--- src/sv/fcpi_pkg.sv ---
// Shared types and constants for the four-channel PI temperature loop.
// Used by the configuration bank, the loop datapath and the top level.
package fcpi_pkg;

  // Register indexes on the configuration port.
  typedef enum logic [2:0] {
    REG_GAIN_P       = 3'd0,
    REG_GAIN_I       = 3'd1,
    REG_SETPOINT_CH0 = 3'd2,
    REG_SETPOINT_CH1 = 3'd3,
    REG_SETPOINT_CH2 = 3'd4,
    REG_SETPOINT_CH3 = 3'd5
  } reg_idx_t;

  localparam int CFG_IDX_W   = 3;
  localparam int CFG_DATA_W  = 14;
  localparam int SETPOINTS   = 4;
  localparam int CHAN_W      = 2;
  localparam int RAW_W       = 16;
  localparam int TEMP_W      = 13;
  localparam int ERR_W       = 16;
  localparam int INTEG_W     = 24;
  localparam int DRIVE_W     = 19;
  localparam int WARM_W      = 3;

  // Integral limits in 1/16 degree units: 50 degrees above, state width below.
  localparam logic signed [INTEG_W:0] INTEG_CAP = 25'sd800;
  localparam logic signed [INTEG_W:0] INTEG_MIN = -25'sd8388608;

  // Live configuration handed from the register bank to the datapath.
  typedef struct packed {
    logic        [7:0]                      gain_p;
    logic        [7:0]                      gain_i;
    logic signed [SETPOINTS-1:0][CFG_DATA_W-1:0] setpoint;
  } cfg_t;

endpackage

--- src/sv/fcpi_cfg.sv ---
// Configuration register bank: gains and per-channel setpoints.
// Depends on fcpi_pkg for register indexes and the cfg_t bundle.
module fcpi_cfg
  import fcpi_pkg::*;
(
  input  logic                  clk,
  input  logic                  rst_n,
  input  logic                  wr_en,
  input  logic [CFG_IDX_W-1:0]  wr_index,
  input  logic [CFG_DATA_W-1:0] wr_data,
  output cfg_t                  cfg
);

  cfg_t cfg_r;
  cfg_t cfg_nxt;

  // Decode the write; indexes beyond the list leave everything unchanged.
  always_comb begin
    cfg_nxt = cfg_r;
    if (wr_en) begin
      unique case (wr_index)
        REG_GAIN_P:       cfg_nxt.gain_p      = wr_data[7:0];
        REG_GAIN_I:       cfg_nxt.gain_i      = wr_data[7:0];
        REG_SETPOINT_CH0: cfg_nxt.setpoint[0] = wr_data;
        REG_SETPOINT_CH1: cfg_nxt.setpoint[1] = wr_data;
        REG_SETPOINT_CH2: cfg_nxt.setpoint[2] = wr_data;
        REG_SETPOINT_CH3: cfg_nxt.setpoint[3] = wr_data;
        default:          cfg_nxt = cfg_r;
      endcase
    end
  end

  always_ff @(posedge clk) begin
    if (!rst_n) begin
      cfg_r <= '0;
    end else begin
      cfg_r <= cfg_nxt;
    end
  end

  assign cfg = cfg_r;

endmodule

--- src/sv/fcpi_calc.sv ---
// Loop datapath: warm-up counter, per-channel error and integral state,
// and the PI drive computation. Depends on fcpi_pkg.
module fcpi_calc
  import fcpi_pkg::*;
#(
  parameter int CHANNELS     = 4,
  parameter int WARMUP_ITEMS = 6
) (
  input  logic               clk,
  input  logic               rst_n,
  input  logic               en,
  input  logic [CHAN_W-1:0]  channel,
  input  logic [RAW_W-1:0]   measured_raw,
  input  logic               fan_running,
  input  cfg_t               cfg,
  output logic [DRIVE_W-1:0] drive,
  output logic               warming_up
);

  localparam int IDX_W = (CHANNELS > 1) ? $clog2(CHANNELS) : 1;

  logic        [WARM_W-1:0]  warm_r;
  logic        [WARM_W-1:0]  warm_nxt;
  logic signed [ERR_W-1:0]   last_err_r [CHANNELS];
  logic signed [INTEG_W-1:0] integ_r    [CHANNELS];

  logic                      in_warmup;
  logic                      ch_ok;
  logic        [IDX_W-1:0]   idx;
  logic        [TEMP_W-1:0]  temp;
  logic signed [CFG_DATA_W-1:0] sp;
  logic signed [ERR_W-1:0]   err;
  logic signed [ERR_W-1:0]   prev;
  logic signed [INTEG_W:0]   acc_raw;
  logic signed [INTEG_W-1:0] acc;
  logic signed [24:0]        prod_p;
  logic signed [32:0]        prod_i;
  logic signed [33:0]        sum;
  logic        [29:0]        quot;

  assign in_warmup = (warm_r < WARM_W'(WARMUP_ITEMS));
  assign ch_ok     = (32'(channel) < 32'(CHANNELS));
  assign idx       = IDX_W'(channel);

  // Error against the channel's setpoint, both in 1/16 degree units.
  assign temp = measured_raw[RAW_W-1:3];
  assign sp   = cfg.setpoint[channel];
  assign err  = $signed({3'b000, temp}) - $signed({{2{sp[CFG_DATA_W-1]}}, sp});
  assign prev = last_err_r[idx];

  // Integral update with clamping; a running fan clears it.
  assign acc_raw = $signed({integ_r[idx][INTEG_W-1], integ_r[idx]})
                 + $signed({{(INTEG_W+1-ERR_W){prev[ERR_W-1]}}, prev});

  always_comb begin
    if (fan_running) begin
      acc = '0;
    end else if (acc_raw >= INTEG_CAP) begin
      acc = INTEG_CAP[INTEG_W-1:0];
    end else if (acc_raw < INTEG_MIN) begin
      acc = INTEG_MIN[INTEG_W-1:0];
    end else begin
      acc = acc_raw[INTEG_W-1:0];
    end
  end

  // Proportional and integral products, then the sum.
  assign prod_p = $signed({17'd0, cfg.gain_p}) * 25'(err);
  assign prod_i = $signed({25'd0, cfg.gain_i}) * 33'(acc);
  assign sum    = $signed({{9{prod_p[24]}}, prod_p}) + $signed({prod_i[32], prod_i});
  assign quot   = sum[33:4];

  // Drive: zero for warm-up, bad channel or non-positive sum; saturate high.
  always_comb begin
    warming_up = 1'b0;
    drive      = '0;
    if (in_warmup) begin
      warming_up = 1'b1;
    end else if (ch_ok && !sum[33] && (sum != '0)) begin
      if (|quot[29:DRIVE_W]) begin
        drive = '1;
      end else begin
        drive = quot[DRIVE_W-1:0];
      end
    end
  end

  assign warm_nxt = in_warmup ? (warm_r + WARM_W'(1)) : warm_r;

  // State update, once per item.
  always_ff @(posedge clk) begin
    if (!rst_n) begin
      warm_r <= '0;
      for (int k = 0; k < CHANNELS; k++) begin
        last_err_r[k] <= '0;
        integ_r[k]    <= '0;
      end
    end else if (en) begin
      warm_r <= warm_nxt;
      if (!in_warmup && ch_ok) begin
        last_err_r[idx] <= err;
        integ_r[idx]    <= acc;
      end
    end
  end

endmodule

--- src/sv/four_channel_pi_temperature_loop.sv ---
// Four-channel PI temperature loop, top level.
// An item passes through the input register, then the result register.
// Throughput: one item per cycle while the result side does not stall,
// set by the single compute pass between the two registers. Reset
// (synchronous, active low) clears the pipeline valid flags, the warm-up
// count, all loop state and the configuration registers.
module four_channel_pi_temperature_loop
  import fcpi_pkg::*;
#(
  parameter int CHANNELS     = 4,
  parameter int WARMUP_ITEMS = 6
) (
  input  logic                  clk,
  input  logic                  rst_n,
  // Input items
  input  logic                  in_valid,
  output logic                  in_stall,
  input  logic [CHAN_W-1:0]     in_channel,
  input  logic [RAW_W-1:0]      in_measured_raw,
  input  logic                  in_fan_running,
  // Result items
  output logic                  out_valid,
  input  logic                  out_stall,
  output logic [DRIVE_W-1:0]    out_drive,
  output logic                  out_warming_up,
  // Configuration writes
  input  logic                  cfg_valid,
  output logic                  cfg_ready,
  input  logic [CFG_IDX_W-1:0]  cfg_index,
  input  logic [CFG_DATA_W-1:0] cfg_data
);

  cfg_t cfg;

  logic                s1_valid_r;
  logic [CHAN_W-1:0]   s1_channel_r;
  logic [RAW_W-1:0]    s1_raw_r;
  logic                s1_fan_r;
  logic                out_valid_r;
  logic [DRIVE_W-1:0]  out_drive_r;
  logic                out_warm_r;

  logic                adv;
  logic                in_take;
  logic [DRIVE_W-1:0]  calc_drive;
  logic                calc_warm;

  assign cfg_ready = 1'b1;

  fcpi_cfg u_cfg (
    .clk      (clk),
    .rst_n    (rst_n),
    .wr_en    (cfg_valid),
    .wr_index (cfg_index),
    .wr_data  (cfg_data),
    .cfg      (cfg)
  );

  // The compute stage moves when the result register is free or being taken.
  assign adv      = !out_valid_r || !out_stall;
  assign in_stall = s1_valid_r && !adv;
  assign in_take  = in_valid && !in_stall;

  // Input register.
  always_ff @(posedge clk) begin
    if (!rst_n) begin
      s1_valid_r <= 1'b0;
    end else if (in_take) begin
      s1_valid_r <= 1'b1;
    end else if (adv) begin
      s1_valid_r <= 1'b0;
    end
  end

  always_ff @(posedge clk) begin
    if (in_take) begin
      s1_channel_r <= in_channel;
      s1_raw_r     <= in_measured_raw;
      s1_fan_r     <= in_fan_running;
    end
  end

  fcpi_calc #(
    .CHANNELS     (CHANNELS),
    .WARMUP_ITEMS (WARMUP_ITEMS)
  ) u_calc (
    .clk          (clk),
    .rst_n        (rst_n),
    .en           (s1_valid_r && adv),
    .channel      (s1_channel_r),
    .measured_raw (s1_raw_r),
    .fan_running  (s1_fan_r),
    .cfg          (cfg),
    .drive        (calc_drive),
    .warming_up   (calc_warm)
  );

  // Result register.
  always_ff @(posedge clk) begin
    if (!rst_n) begin
      out_valid_r <= 1'b0;
    end else if (adv) begin
      out_valid_r <= s1_valid_r;
    end
  end

  always_ff @(posedge clk) begin
    if (adv && s1_valid_r) begin
      out_drive_r <= calc_drive;
      out_warm_r  <= calc_warm;
    end
  end

  assign out_valid      = out_valid_r;
  assign out_drive      = out_drive_r;
  assign out_warming_up = out_warm_r;

  // A warm-up result always carries zero drive.
  a_warm_zero: assert property (@(posedge clk) disable iff (!rst_n)
    out_valid && out_warming_up |-> out_drive == '0)
    else $error("warm-up item with nonzero drive");

  // The input side only stalls while an item sits in the input register.
  a_stall_held: assert property (@(posedge clk) disable iff (!rst_n)
    in_stall |-> s1_valid_r)
    else $error("input stalled with empty input register");

  // An item leaving the input register shows up as a result next cycle.
  a_item_moves: assert property (@(posedge clk) disable iff (!rst_n)
    s1_valid_r && adv |=> out_valid_r)
    else $error("item lost between input and result register");

endmodule

--- config.mk ---
export PLATFORM = sky130hd
export DESIGN_NAME = four_channel_pi_temperature_loop
export DESIGN_NICKNAME = d
export VERILOG_FILES = /design/src/sv/fcpi_pkg.sv /design/src/sv/fcpi_cfg.sv /design/src/sv/fcpi_calc.sv /design/src/sv/four_channel_pi_temperature_loop.sv
export SDC_FILE = /design/constraint.sdc
export NUM_CORES = 1
export LEC_CHECK = 0
export BUFFER_PORTS_ARGS = -buffer_cell sky130_fd_sc_hd__buf_2
export CORE_MARGIN = 2
export CORE_UTILIZATION = 60
export DETAILED_ROUTE_END_ITERATION = 8
export PLACE_DENSITY = 0.83
export SLEW_MARGIN = 40
export SYNTH_ARGS = -nofsm -noshare
export SYNTH_HDL_FRONTEND = slang
export SYNTH_SLANG_ARGS = --single-unit
--- constraint.sdc ---
create_clock -name clk -period 19.5 [get_ports clk]
set_clock_uncertainty 0.1 [all_clocks]
set_input_delay 1.95 -clock clk [delete_from_list [all_inputs] [get_ports clk]]
set_output_delay 1.95 -clock clk [all_outputs]
set_load 0.1 [all_outputs]
## Yosys cells after proc, flatten, opt, wreduce, memory -nomap -nowiden

Memory sizes are Yosys's and may differ from the RTL's. A register that Yosys moved wholly into a read port is not among the register bits.
Index checks and enable logic that the tools add are counted.

- Div/mod/pow operators: 0
- $add $sub $neg: 4
- Shifts and indexed selects: 0
- Reduce and logical (&&, ||, !) cells: 24
- Order comparisons: 4
- Multiplexer cells: 22
- Equality and inequality tests: 5
- Bitwise operators: 1
- Multiply operators: 2

Operators with widths:

| cell | count |
|---|---|
| 2-to-1 mux 24 bit | 4 |
| adder 25 x 33 -> 34 bit | 1 |
| nonzero test 34 bit | 1 |
| multiplier 9 x 24 -> 33 bit | 1 |
| binary-select mux 14 bit (select 2 bit) | 1 |
| adder 24 x 16 -> 25 bit | 1 |
| greater-or-equal comparator 25 x 11 -> 1 bit, second input constant | 1 |
| less-than comparator 25 x 24 -> 1 bit, second input constant | 1 |
| multiplier 9 x 15 -> 24 bit | 1 |
| OR reduction 24 bit | 1 |
| 2-to-1 mux 19 bit | 1 |
| 2-to-1 mux 16 bit | 1 |
| OR reduction 16 bit | 1 |
| subtractor 14 x 14 -> 15 bit | 1 |
| 2-to-1 mux 14 bit | 1 |
| AND reduction 2 bit | 7 |
| OR reduction 11 bit | 1 |
| 2-to-1 mux 1 bit | 10 |
| 2-to-1 mux 2 bit | 4 |
| == test 3 x 2 -> 1 bit, second input constant | 2 |
| == test 3 bit, second input constant | 2 |
| zero test 1 bit | 5 |
| logical AND 1 bit | 4 |
| adder 3 x 1 -> 3 bit, second input constant | 1 |
| 8 further kinds | 8 |

- Register bits after elaboration: 116
- Output and inout bits: 23
- Latch bits: 0
- Bits in writable memories: 160
- Memories kept: 2
- Bits of input ports: 41
- Logic and storage cells: 78
- ROM bits: 0

Memories:

| name | words | bits a word | rd ports | clocked after Yosys merged registers in | wr ports | line | RTL |
|---|---|---|---|---|---|---|---|
| u_calc.integ_r | 4 | 24 | 1 | 1 | 4 | fcpi_calc.sv:25 | `logic signed [INTEG_W-1:0] integ_r [CHANNELS];` |
| u_calc.last_err_r | 4 | 16 | 1 | 1 | 4 | fcpi_calc.sv:24 | `logic signed [ERR_W-1:0] last_err_r [CHANNELS];` |

## Logic depth before layout (Yosys ltp)

Gate-level depths: netlist of the first run.

- Depth after elaboration: 11
- Mapped depth: 46
- Gate-level depth less buffers: 42

## By module

From an unflattened synthesis of the first run, not the netlist that was laid out.

- Cell total of the unflattened synthesis: 2458
- Area, all modules: 25570.8 um^2

Modules (own cells, without submodules):

| module | seq. area each (um^2) | cells an instance | area each (um^2) | instances |
|---|---|---|---|---|
| fcpi_calc | 4744.6 | 2155 | 21670.8 | 1 |
| fcpi_cfg | 1441.4 | 254 | 2633.8 | 1 |
| four_channel_pi_temperature_loop | 1211.2 | 49 | 1266.2 | 1 |

## Worst setup path before layout of the first run

OpenSTA, ideal clock, no wires.

- Kind: register -> register
- Start: reg s1_channel_r[0]
- End: reg out_drive_r[0], in the netlist out_drive[0], data pin
- Stages on the path, launching flop included: 47
- Setup slack: 7.622 ns
- Library setup time: 0.264 ns
- Path buffers: 5
- Arrival time: 11.514 ns
- Cells stage by stage: edfxtp_1 clkbuf_1 buf_1 mux4_2 ha_1 inv_1 fa_1 a21o_1 a21oi_1 o21ai_0 a21oi_1 o21bai_1 a21oi_1 o2111ai_1 a21o_1 a21oi_1 clkbuf_1 nand2_1 [... 11 more ...] o31ai_1 o211a_1 a211oi_2 inv_1 fa_1 ha_1 clkbuf_1 and3_1 o2bb2ai_1 nor3_1 a21oi_1 o21ai_0 or2_2 a221oi_1 o2111ai_1 o41ai_4 buf_2 o21ai_0

- Cells in the longest elaborated chain, start to end: 9
- Elaborated cells between the ends (all ways): 12

RTL lines:

| element | line | RTL |
|---|---|---|
| start: declaration | four_channel_pi_temperature_loop.sv:36 | `logic [CHAN_W-1:0] s1_channel_r;` |
| start signal: assignment | four_channel_pi_temperature_loop.sv:77 | `s1_channel_r <= in_channel;` |
| binary-select mux 14 bit (select 2 bit) * | fcpi_calc.sv:47 | `assign sp = cfg.setpoint[channel];` |
| 2-to-1 mux 14 bit (not written as such) * | fcpi_calc.sv:47 |  |
| subtractor 14 x 14 -> 15 bit * | fcpi_calc.sv:48 | `assign err = $signed({3'b000, temp}) - $signed({{2{sp[CFG_DATA_W-1]}}, sp});` |
| multiplier 9 x 15 -> 24 bit * | fcpi_calc.sv:68 | `assign prod_p = $signed({17'd0, cfg.gain_p}) * 25'(err);` |
| adder 25 x 33 -> 34 bit * | fcpi_calc.sv:70 | `assign sum = $signed({{9{prod_p[24]}}, prod_p}) + $signed({prod_i[32], prod_i});` |
| nonzero test 34 bit or zero test 1 bit (tied branches) | fcpi_calc.sv:79 | `end else if (ch_ok && !sum[33] && (sum != '0)) begin` |
| logical AND 1 bit | fcpi_calc.sv:79 |  |
| NOT 1 bit (no line) | -- |  |
| OR reduction 2 bit (no line) | -- |  |
| end signal: assignment | four_channel_pi_temperature_loop.sv:109 | `out_drive_r <= calc_drive;` |
| end: declaration | four_channel_pi_temperature_loop.sv:40 | `logic [DRIVE_W-1:0] out_drive_r;` |

Every way passes the cells marked *; elsewhere a longest branch is shown, timed or not. The select of a mux whose other input is x is not followed.
A chain may end at the register's enable or synchronous reset.

## Worst setup path after layout of the first run

- Start: reg s1_channel_r[1]
- End: reg out_drive_r[17], in the netlist out_drive[17], data pin

Same word-level chain as after synthesis.

==> impl.org, run 1 <==
** Run status
- Result of the run :: completed

** Synth
- Syn_area_per_cell :: 9.86 sq um
- The top cell type by area accounts for 21.9% of the synthesized area.
- By instance count, the leading cell after synthesis is sky130_fd_sc_hd__inv_1.
- The synthesized design contains 271 register bits.
- In the synthesized netlist, the cells that appear most often are 403 x sky130_fd_sc_hd__inv_1, 287 x sky130_fd_sc_hd__nand2_1, 279 x sky130_fd_sc_hd__fa_1.
- Synth Warn # :: 0
- Sequential element share of the synthesized area :: 27.9%
- Top flip-flop cell by instance count after synthesis :: sky130_fd_sc_hd__edfxtp_1
- Share of synthesized flip-flops with an asynchronous set or reset :: 0%
- Sorting the synthesized cells by area gives the leading types as sky130_fd_sc_hd__edfxtp_1 22%, sky130_fd_sc_hd__fa_1 21%, sky130_fd_sc_hd__ha_1 7.6%.
- Synthesis handed over a netlist of 2670 instances.
- In this run, synthesis inferred 192 flip-flops with an integrated enable.
- Synth unique cells :: 91
- Syn Std Cell Area :: 0.0263 sq mm
- Area leader, netlist :: sky130_fd_sc_hd__edfxtp_1
- Net count after synthesis :: 3150

** Critical path
- STA classifies the critical path endpoint as a flip-flop.
- Crit Path Category :: flip-flop to flip-flop
- Startpoint kind of the worst setup timing path :: flip-flop
- Cell type of the slowest stage on the worst timing path :: sky130_fd_sc_hd__edfxtp_1
- Counting stages on the worst path, the most repeated cell is sky130_fd_sc_hd__fa_1.
- Largest driver fanout on the critical path :: 16
- For the worst setup path, the data required time is 19.84 ns.
- Slowest stage delay, CP :: 0.74 ns
- At the worst endpoint, the arrival time is 13.40 ns.

** Clocking
- CTS saw 271 sinks.
- Number of CTS-inserted buffers :: 28
- CTS built an H-tree with a depth of 1.
- Clock-pin slew was measured on the worst setup and hold paths at 0.06 ns.
- TritonCTS built the clock tree.
- The number of setup buffers added after CTS is 0.
- The number of gates resized after CTS was 0.
- The later pin in the worst-skew pair is clocked with a latency of 0.61 ns.
- Clock Tree Buf Depth :: 3
- Buffers inserted to repair hold after CTS numbered 0.
- Clock tree root buffer cell :: sky130_fd_sc_hd__clkbuf_16

** GRT
- Wire length of the first global-routing pass :: 110 mm
- Vias in the first global route :: 21221
- The total overflow left after global routing is 0.
- Overall routing resource usage :: 31.1%
- Number of antenna violations at the first check in global routing :: 0
- Entering global routing, the biggest net connects 120 pins.

** Timing
- Across all setup checks in the final design, the least slack found is 6.43 ns.
- On the final layout, the worst hold slack is 0.366 ns.
- Number of pins exceeding their max-slew limit in the final report :: 0
- Setup repair after global routing left no endpoint under its margin.
- At the pin with the least slew margin, the transition time is 0.916 ns.
- Share of the clock period used by the worst path after layout :: 67.0%
- Maximum clock frequency :: 76.5 MHz
- The worst pin sits at a relative slew slack of 38.8%.
- Summed over all failing endpoints, the final setup total negative slack is 0 ns.
- Setup violations remaining at the end of the flow were counted as 0.
- The final hold violation count was 0.
- The worst path needs 13.07 ns of the cycle, external delays included.

** Power and ir drop
- Max VDD drop :: 0.0000748 V
- Clock network fraction of design power :: 32.8%
- Portion of total power attributed to sequential cells :: 38.8%
- Combinational share of power :: 28.4%
- Total net switching power :: 0.581 mW
- In this run the power density over the cells is 59.5 mW/mm^2.
- The internal power of the cells totals 1.08 mW.
- In this run the static leakage power is 12.2 nW.
- Share of total power consumed by net switching :: 34.9%

** Placement
- Port buffering added 59 buffers.
- Once detailed placement completed, the half-perimeter wirelength came to 49.4 mm.
- Global placer's final weighted congestion :: 0.989
- Minimum setup slack after placement :: 6.53 ns

** Detailed routing
- Vias per inst :: 6.22
- Count of antenna-violating nets left after detailed routing :: 0
- Average detailed-routed wire length per instance :: 20.8 um
- The first TritonRoute pass finished after 6 iterations.
- Summing over every cut layer, the via total after detailed routing is 20196.
- The final layout contains routed wiring with a total length of 67.5 mm.
- Number of violations reported at the end of detailed-routing iteration 0 :: 1970
- After detailed routing, the number of remaining DRC violations is 0.

** Floorplanning
- Overall die width :: 213 um
- Die Outline Area :: 0.0456 sq mm
- After floorplanning, the core was divided into 76 placement rows.
- Io pins :: 64
- Measured along the y axis, the die boundary spans 213 um.
- Once the floorplan was initialized, standard cells occupied 61.0% of the core.
- Floorplan core area :: 0.0432 sq mm

** Final layout
- At the end of the flow, the number of nets in the layout was 3119.
- Proportion of layout cells with a drive suffix above 1 :: 8.72%
- Final cell utilization of the core :: 64.8%
- The area growth from synthesis to layout is 6.19%.

** Flow run
- Max-cap violations in this run came to 0.

** Worst hold path
- Hold/Removal Path Class :: flip-flop to flip-flop
## power by group through the flow
stage | Sequential (mW) | Combinational (mW) | Clock [mW]
final | 0.646 | 0.473 | 0.546
after global routing | 0.647 | 0.510 | 0.570
after CTS | 0.645 | 0.458 | 0.550
after detailed placement | 0.658 | 0.453 | 0
after global placement | 0.657 | 0.439 | 0
after floorplan | 0.660 | 0.321 | 0
## path summary, 6_finish.rpt
check / start / endpoint / slack, ns / cells past startpoint
min reg2reg: u_cfg.cfg[10] / u_cfg.cfg[10] / 0.37 / 2
max reg2reg: s1_channel_r[1] / out_drive[17] / 6.43 / 42
min: u_cfg.cfg[10] / u_cfg.cfg[10] / 0.37 / 2
max: s1_channel_r[1] / out_drive[17] / 6.43 / 42
## final cells by class
class                      instances  area, sq um
antenna                            1         2.50
tap                              585          732
timing repair buffer              84          522
clock buffer                      38          810
multi-input combinational       1847        16900
sequential                       271         7350
fill                            3388        15200
inverter                         407         1530
clock inverter                    13          120
## layout by cell type, fill, tap and decap left out, drive strengths merged, types with 72 or more instances in the layout
master,n
fa,279
nand2,287
a21boi,81
nor2,157
a211oi,95
dfxtp,79
a21oi,93
ha,160
inv,403
buf,83
nor3,72
edfxtp,192
## sequential cells by signal (all words and copies together), names as in the netlist, named ones only
name and count:
out_drive 19, out_valid 1, out_warming_up 1, s1_channel_r 2
s1_fan_r 1, s1_raw_r 13, s1_valid_r 1, u_calc.integ_r 96
u_calc.last_err_r 60, u_calc.warm_r 3, u_cfg.cfg 72
## kinds of logic after synthesis
family                   synth area share [%]
XOR/XNOR                                 2.91
AO/OA/AOI/OAI                            13.6
adder cells (fa/ha/maj)                  28.8
flip-flops                               27.9
buffers and inverters                    8.48
other                                  0.0142
multiplexers                             4.65
AND/OR/NAND/NOR                          13.7
## per-stage QoR
stage | power (mW) | cells | area [sq um]
after floorplan | 0.981 | 2670 | 26300
after global placement | 1.10 | 3190 | 26900
after detailed placement | 1.11 | 3193 | 27000
after CTS | 1.65 | 3244 | 27900
after global routing | 1.73 | 3245 | 28000
final | 1.66 | 3246 | 28000
## metal layers
metal,global-route usage [%],part of all wire (%),up-vias
met5,0,0,-
met2,51.9,48,1044
met4,12.1,3.6,0
met3,5.65,9.4,205
li1,-,-,8982
met1,40.7,39,9965
## critical path, delay by kind of cell, from the launching register on
kind	cells	cell delay, ns
buf+inv	6	0.88
simple gates	5	1.18
fa+ha+maj	9	4.04
compound gates	19	4.70
xor+xnor	2	0.93
flops	1	0.74
mux	1	0.32
No activity file was read; power rests on OpenSTA's default activity.
==> inputs of run 2 (changes only) <==
--- a/config.mk
+++ b/config.mk
@@ -7,9 +7,9 @@
 export LEC_CHECK = 0
 export BUFFER_PORTS_ARGS = -buffer_cell sky130_fd_sc_hd__buf_2
 export CORE_MARGIN = 2
-export CORE_UTILIZATION = 60
+export CORE_UTILIZATION = 59
 export DETAILED_ROUTE_END_ITERATION = 8
-export PLACE_DENSITY = 0.83
+export PLACE_DENSITY = 0.85
 export SLEW_MARGIN = 40
 export SYNTH_ARGS = -nofsm -noshare
 export SYNTH_HDL_FRONTEND = slang
==> constraint.sdc (replaced) <==
create_clock -name clk -period 11.2 [get_ports clk]
set_clock_uncertainty 0.1 [all_clocks]
set_input_delay 1.12 -clock clk [delete_from_list [all_inputs] [get_ports clk]]
set_output_delay 1.12 -clock clk [all_outputs]
set_load 0.1 [all_outputs]
==> run 2 against run 1 <==
Against the previous run:
- final cell count grew 3.0%
- fmax up 18%
- routed wire length up 1.4%
- register-to-register slack lost 6.3 ns
- die area is 1.7% higher
- combinational power up 95%
- sequential share of layout area shrank 1.1 points
- via count is 2.0% higher
==> impl.org, run 2 (synthesis gave the netlist of run 1 again) <==
** Run status
- Result of the run :: completed

** Detailed routing
- In the routed layout, each cell is associated on average with a via count of 6.16.
- The routed layout has 20590 vias.
- The first TritonRoute pass finished after 6 iterations.
- Routed wire length :: 68.4 mm
- For this run, design rule violations remaining after detail routing come to 0.
- In the final routed layout, each cell accounts on average for 20.5 um.
- Number of violations reported at the end of detailed-routing iteration 0 :: 1891
- Count of antenna-violating nets left after detailed routing :: 0

** GRT
- The via count of the first global-routing pass is 21318.
- The first global-routing pass estimated 110 mm of wire.
- Summed over all layers, the global routing overflow is 0.
- Overall routing resource usage :: 29.4%
- Maximum number of pins on one net before global-route repair :: 82
- The number of antenna violations at the first check in global routing came to 0.

** Floorplanning
- 64 I/O pins were placed.
- The initialized floorplan defines 77 standard-cell rows.
- Effective utilization at floorplan :: 59.7%
- Die Outline Area :: 0.0463 sq mm
- The floorplan step set the die height to 215 um.
- In this run the horizontal extent of the chip is 215 um.
- The floorplan step defined a core boundary enclosing 0.0441 sq mm.

** Final layout
- Net count, final :: 3211
- Leaving out fill and tap cells, the most frequent cell in the layout is sky130_fd_sc_hd__inv_1.
- Antenna diode count :: 0
- The register with the most flip-flops in the layout has 96 of them.
- Commonest cells after routing, fill and taps aside :: 402 x sky130_fd_sc_hd__inv_1, 284 x sky130_fd_sc_hd__nand2_1, 278 x sky130_fd_sc_hd__fa_1
- Layout area overhead :: 10.8%
- Of the cells placed in the final design, the portion with a size suffix greater than 1 is 14.2%.
- u_calc.integ_r holds more flip-flops than any other register.
- At the end of the flow the core is filled with cells to 66.1%.

** Critical path
- Measured in cells, the most critical reg-to-reg path has a length of 37.
- The worst setup path is captured at a flip-flop.
- Largest driver fanout on the critical path :: 9
- Critical path data arrival time :: 11.25 ns
- The worst setup path is of the flip-flop to flip-flop kind.
- Required time worst endpoint :: 11.42 ns
- Cell type of the slowest stage on the worst timing path :: sky130_fd_sc_hd__fa_1
- The worst setup path is launched from a flip-flop.
- Most numerous cell on the critical path :: sky130_fd_sc_hd__fa_1
- On the worst path, the slowest cell contributes a delay of 0.58 ns.

** Timing
- The final hold violation count came to 0.
- Final setup violating endpoints :: 0
- Total negative slack for setup checks :: 0 ns
- Slew margin rel. :: 30.0%
- Share of the clock period used by the worst path after layout :: 98.5%
- Shortest period the worst path allows :: 11.03 ns
- Timing would allow up to 90.7 MHz.
- Number of pins exceeding their max-slew limit in the final report :: 0
- Worst Max-Slew Pin Slew :: 1.04 ns

** Clocking
- TritonCTS built the clock tree.
- CTS saw 271 sinks.
- Hold repair after CTS inserted 0 buffers.
- CTS built an H-tree with a depth of 1.
- Buffers inserted during clock tree synthesis total 28.
- For the worst-skew pair, the clock arrives at the later sink with an insertion delay of 0.60 ns.
- The longest clock path from root to sink contains 3 buffers.
- Clock tree root buffer cell :: sky130_fd_sc_hd__clkbuf_16
- Clock-pin slew was measured on the worst setup and hold paths at 0.06 ns.

** Power and ir drop
- The worst-case IR drop observed on VDD is 0.000139 V.
- Leakage power figure :: 12.7 nW
- Total net switching power :: 1.03 mW
- Share of total power consumed by net switching :: 34.8%
- The internal portion of the total power is 1.94 mW.
- Power spread over the standard cell area amounts to 102 mW/mm^2.
- Combinational share of power :: 31.0%
- Clock network fraction of design power :: 31.3%
- Portion of total power attributed to sequential cells :: 37.7%
- The design draws 2.97 mW.

** Worst hold path
- Counting instances, the worst hold path has a depth of 2.
- Hold/Removal Path Class :: flip-flop to flip-flop

** Placement
- The congestion estimate from routability-driven global placement came to 0.922.
- Buffers on Ports :: 59
- The wire-length estimate of the detail-placed layout is 50.0 mm.

** Flow run
- The tool flagged a number of max-cap violations equal to 0.
[run 2: changes by cell type in the layout (fill, tap and decap cells not counted), moves of 5 or more]
| cell | delta |
|---|---|
| sky130_fd_sc_hd__a21oi_2 | +8 |
| sky130_fd_sc_hd__a211oi_1 | -5 |
| sky130_fd_sc_hd__a21oi_1 | -10 |
| sky130_fd_sc_hd__buf_4 | +80 |
| sky130_fd_sc_hd__o311ai_0 | -5 |
| sky130_fd_sc_hd__nor3_1 | -5 |
| sky130_fd_sc_hd__clkbuf_2 | +5 |
| sky130_fd_sc_hd__ha_4 | +6 |
| sky130_fd_sc_hd__o21ai_1 | +5 |
| sky130_fd_sc_hd__clkinv_1 | -7 |
| sky130_fd_sc_hd__o21ai_0 | -8 |
| sky130_fd_sc_hd__ha_1 | -13 |
| sky130_fd_sc_hd__ha_2 | +7 |
| sky130_fd_sc_hd__buf_6 | +7 |
[run 2: per-stage QoR]
stage                     cells  hold WS, ns  cell area [sq um]  worst slack, ns
after floorplan            2670        0.340              26300           0.0270
after global placement     3263        0.348              27400          -0.0474
after detailed placement   3263        0.358              27500           -0.302
after CTS                  3315        0.366              28400          -0.0235
after global routing       3345        0.382              29200           -0.202
final                      3345        0.364              29200            0.171
[run 2: area by class of cell]
class                           count  area [sq um]
Tap cell                          592           741
Clock inverter                      8           105
Sequential cell                   271          7350
Inverter                          407          1530
Clock buffer                       44           807
Multi-Input combinational cell   1848         17400
Timing Repair Buffer              175          1300
Fill cell                        3340         14900
[run 2: worst max-delay path: cells and delay by family (launching register included)]
family                     cells  cell delay [ns]
and+or+nand+nor                7             1.50
DFF                            1             0.42
muxes                          1             0.54
adders and majority gates      7             3.32
buffers and inverters          9             1.23
AOI/OAI and AO/OA             13             3.62
[run 2: power groups by stage]
stage / Combinational, mW / Clock, mW / Sequential [mW]
global route: 0.983 / 0.972 / 1.13
detailed placement: 0.839 / 0 / 1.14
CTS: 0.849 / 0.934 / 1.12
floorplan: 0.560 / 0 / 1.15
global placement: 0.813 / 0 / 1.14
finish: 0.921 / 0.931 / 1.12
[run 2: timing repair]
| item | CTS | global route |
|---|---|---|
| resized for setup | 14 | 101 |
| endpoints found under the setup margin | 19 | 19 |
| pin swaps | 0 | 33 |
| setup buffers | 0 | 27 |
| gates cloned | 0 | 3 |
[run 2: path summary, 6_finish.rpt]
path / startpoint / end / slack, ns
setup / recovery: flip-flop / out_drive[17] / 0.17
hold / removal: u_cfg.cfg[35] / u_cfg.cfg[35] / 0.36
setup reg to reg: flip-flop / out_drive[17] / 0.17
hold reg to reg: u_cfg.cfg[35] / u_cfg.cfg[35] / 0.36
[run 2: layer usage]
metal | track usage (%) | vias up | routed length, um
li1 | - | 9158 | -
met1 | 38.4 | 10169 | 26400
met2 | 48.9 | 1035 | 33200
met3 | 4.23 | 228 | 5510
met4 | 13.4 | 0 | 3270
met5 | 0 | - | 0
==> inputs of run 3 (changes only) <==
--- a/config.mk
+++ b/config.mk
@@ -7,9 +7,9 @@
 export LEC_CHECK = 0
 export BUFFER_PORTS_ARGS = -buffer_cell sky130_fd_sc_hd__buf_2
 export CORE_MARGIN = 2
-export CORE_UTILIZATION = 59
+export CORE_UTILIZATION = 60
 export DETAILED_ROUTE_END_ITERATION = 8
-export PLACE_DENSITY = 0.85
+export PLACE_DENSITY = 0.83
 export SLEW_MARGIN = 40
 export SYNTH_ARGS = -nofsm -noshare
 export SYNTH_HDL_FRONTEND = slang
==> constraint.sdc (replaced) <==
create_clock -name clk -period 12.1 [get_ports clk]
set_clock_uncertainty 0.1 [all_clocks]
set_input_delay 1.21 -clock clk [delete_from_list [all_inputs] [get_ports clk]]
set_output_delay 1.21 -clock clk [all_outputs]
set_load 0.1 [all_outputs]
==> run 3 against run 2 <==
Against the previous run:
- clock-buffer cell count decreased by 10
- first-iteration DRC count grew 1.7%
- fmax fell by 4.7%
- global-route usage is 1.7 points higher
- final area fell by 3.5%
- total power decreased by 9.4%
- clock power down 7.0%
- via count fell by 2.1%
- largest power group unchanged
- highest routed layer is now met5
==> impl.org, run 3 (synthesis gave the netlist of run 1 again) <==
** Run status
- The run finished with clean final reports.

** Floorplanning
- The floorplan step set the die height to 213 um.
- The die is 213 um wide.
- Die Outline Area :: 0.0456 sq mm
- Number of placement rows :: 76
- Floorplan core area :: 0.0432 sq mm
- For this design the top-level I/O count stands at 64.
- The initial utilization of the core area, before any placement, comes to 61.0%.

** Final layout
- Max FFs per register :: 96
- From synthesis to final layout, the design area changed by 6.98%.
- Fill cells in the final layout number 3316.
- Summing all multi-input logic gate instances after layout gives 0.0169 sq mm.
- Area taken by flip-flops and latches :: 0.00735 sq mm
- The repair_antennas step left the layout with diodes totalling 0.
- Most common cell after layout, fill and taps aside :: sky130_fd_sc_hd__inv_1
- Net count, final :: 3148
- At the end of the flow the core is filled with cells to 65.3%.
- Cells with a size suffix above 1 make up 9.70% of the layout.
- The register with the most flip-flops in the final layout is u_calc.integ_r.
- In the layout the commonest cells are 402 x sky130_fd_sc_hd__inv_1, 286 x sky130_fd_sc_hd__nand2_1, 279 x sky130_fd_sc_hd__fa_1.

** Worst hold path
- The startpoint identified for the worst hold timing path is u_cfg.cfg[24].
- In this run the worst hold path is classified as flip-flop to flip-flop.
- Cell depth of the worst hold path :: 2
- For hold timing, the worst endpoint is u_cfg.cfg[24].

** Timing
- Share of the clock period used by the worst path after layout :: 95.7%
- Crit path setup slack, layout :: 0.524 ns
- Number of pins exceeding their max-slew limit in the final report :: 0
- Slew margin rel. :: 40.8%
- Count of final hold-check violations :: 0
- Setup violations remaining at the end of the flow were counted as 0.
- Subtracting the final worst setup slack from the clock period gives 11.58 ns.
- Worst Max-Slew Pin Slew :: 0.878 ns
- For the final routed database, the setup TNS stands at 0 ns.
- For this run, the top clock speed supported by timing is 86.4 MHz.

** Critical path
- Most numerous cell on the critical path :: sky130_fd_sc_hd__fa_1
- Logic depth of the worst register-to-register path :: 45
- Source of the worst register-to-register timing path :: s1_channel_r[0]
- Of all nets on the critical path, the largest fanout is 19.
- The worst setup path is captured at a flip-flop.
- Data on the critical path arrives at its endpoint at 11.80 ns.
- STA puts the critical path data required time at 12.33 ns.
- The endpoint identified for the worst register-to-register timing path is out_drive[17].
- Among all stages on the critical path, the largest delay is contributed by sky130_fd_sc_hd__fa_1.
- Slowest stage delay, CP :: 0.54 ns
- The critical path is of the flip-flop to flip-flop type.
- STA classifies the critical path startpoint as a flip-flop.
- R2r setup slk :: 0.52 ns

** Clocking
- Clock Latency Late Sink :: 0.60 ns
- The clock net in this run drives a total of 271 sinks.
- The tree is rooted in a sky130_fd_sc_hd__clkbuf_16.
- In this run, CTS created clock tree buffers numbering 28.
- In this run the deepest clock path goes through 3 buffers.
- TritonCTS built the clock tree.
- Clock Pin Slew Worst Setup and Hold Paths :: 0.06 ns
- Level count of the clock H-tree :: 1
- After clock tree synthesis, the flow added hold-fix buffers numbering 0.

** Detailed routing
- For this run, design rule violations remaining after detail routing come to 0.
- The first detailed-routing pass ran for 6 iterations.
- Average detailed-routed wire length per instance :: 20.7 um
- Number of violations reported at the end of detailed-routing iteration 0 :: 1923
- For this block, the via count after detailed routing is 20151.
- Count of antenna-violating nets left after detailed routing :: 0
- Routed wire length :: 67.7 mm
- Vias per inst :: 6.15

** Placement
- At the end of routability-driven placement, the weighted congestion stood at 0.945.
- Detailed placement ended at an HPWL of 50.3 mm.
- Buffers on Ports :: 59
- At the placement stage, the worst setup path has a slack of 0.148 ns.

** Power and ir drop
- Power per standard cell area :: 95.7 mW/mm^2
- Leakage power figure :: 12.3 nW
- Max VDD drop :: 0.000142 V

** GRT
- Global routing used 31.1% of the available tracks across all layers.
- The via count of the first global-routing pass is 21055.
- Number of antenna violations at the first check in global routing :: 1
- GRT overflow :: 0
- Entering global routing, the biggest net connects 82 pins.
- Wire length of the first global-routing pass :: 111 mm

** Flow run
- MaxCap Viol Count :: 0
## run 3: repair_timing
item | CTS | global route
setup buffers | 0 | 2
gates resized for setup | 0 | 15
endpoints found under the setup margin | 0 | 19
## run 3: final cells by class
type                    instances  area share, %
clock buffers                  34           2.64
clock inverters                18          0.622
inverters                     407           5.42
multi-input cells            1847           60.0
flip-flops and latches        271           26.1
well taps                     585           2.60
repair buffers                113           2.65
## run 3: per-layer routing
metal  wire [um]  vias to the layer above  GRT usage, %
li1            -                     9048             -
met1       26600                     9991          41.2
met2       32800                      918          51.8
met3        5590                      192          5.33
met4        2700                        2          11.4
met5          43                        -             0
## run 3: worst max-delay path by stage
stage	start	endpoint	slack (ns)	cells after the start
2_1_floorplan	s1_channel_r[0]	out_drive[0]	0.22	46
3_3_place_gp	s1_channel_r[0]	out_drive[17]	0.42	43
3_5_place_dp	s1_channel_r[0]	out_drive[17]	0.15	43
4_1_cts	s1_channel_r[0]	out_drive[17]	0.04	43
5_1_grt	s1_channel_r[0]	out_drive[17]	-0.008	43
6_report	s1_channel_r[0]	out_drive[17]	0.52	45
## run 3: where the power goes
part | switching [mW] | total [mW] | internal (mW)
clock | 0.383 | 0.866 | 0.484
sequential | 0.0178 | 1.04 | 1.02
combinational | 0.537 | 0.791 | 0.253
total | 0.938 | 2.69 | 1.76
## run 3: stage by stage
step,power (mW),hold WS (ns),cell area [sq um],instances
finish,2.69,0.363,28200,3275
global route,2.80,0.394,28200,3275
CTS,2.67,0.367,28100,3273
detailed placement,1.82,0.357,27200,3221
global placement,1.79,0.348,27100,3221
floorplan,1.58,0.340,26300,2670
## run 3: critical path, delay by kind of cell (launching register included)
family | cells | cell delay [ns]
mux | 1 | 0.39
xor+xnor | 2 | 0.37
flops | 1 | 0.52
buf+inv | 10 | 1.34
compound gates | 21 | 4.44
fa+ha+maj | 9 | 3.67
simple gates | 2 | 0.45
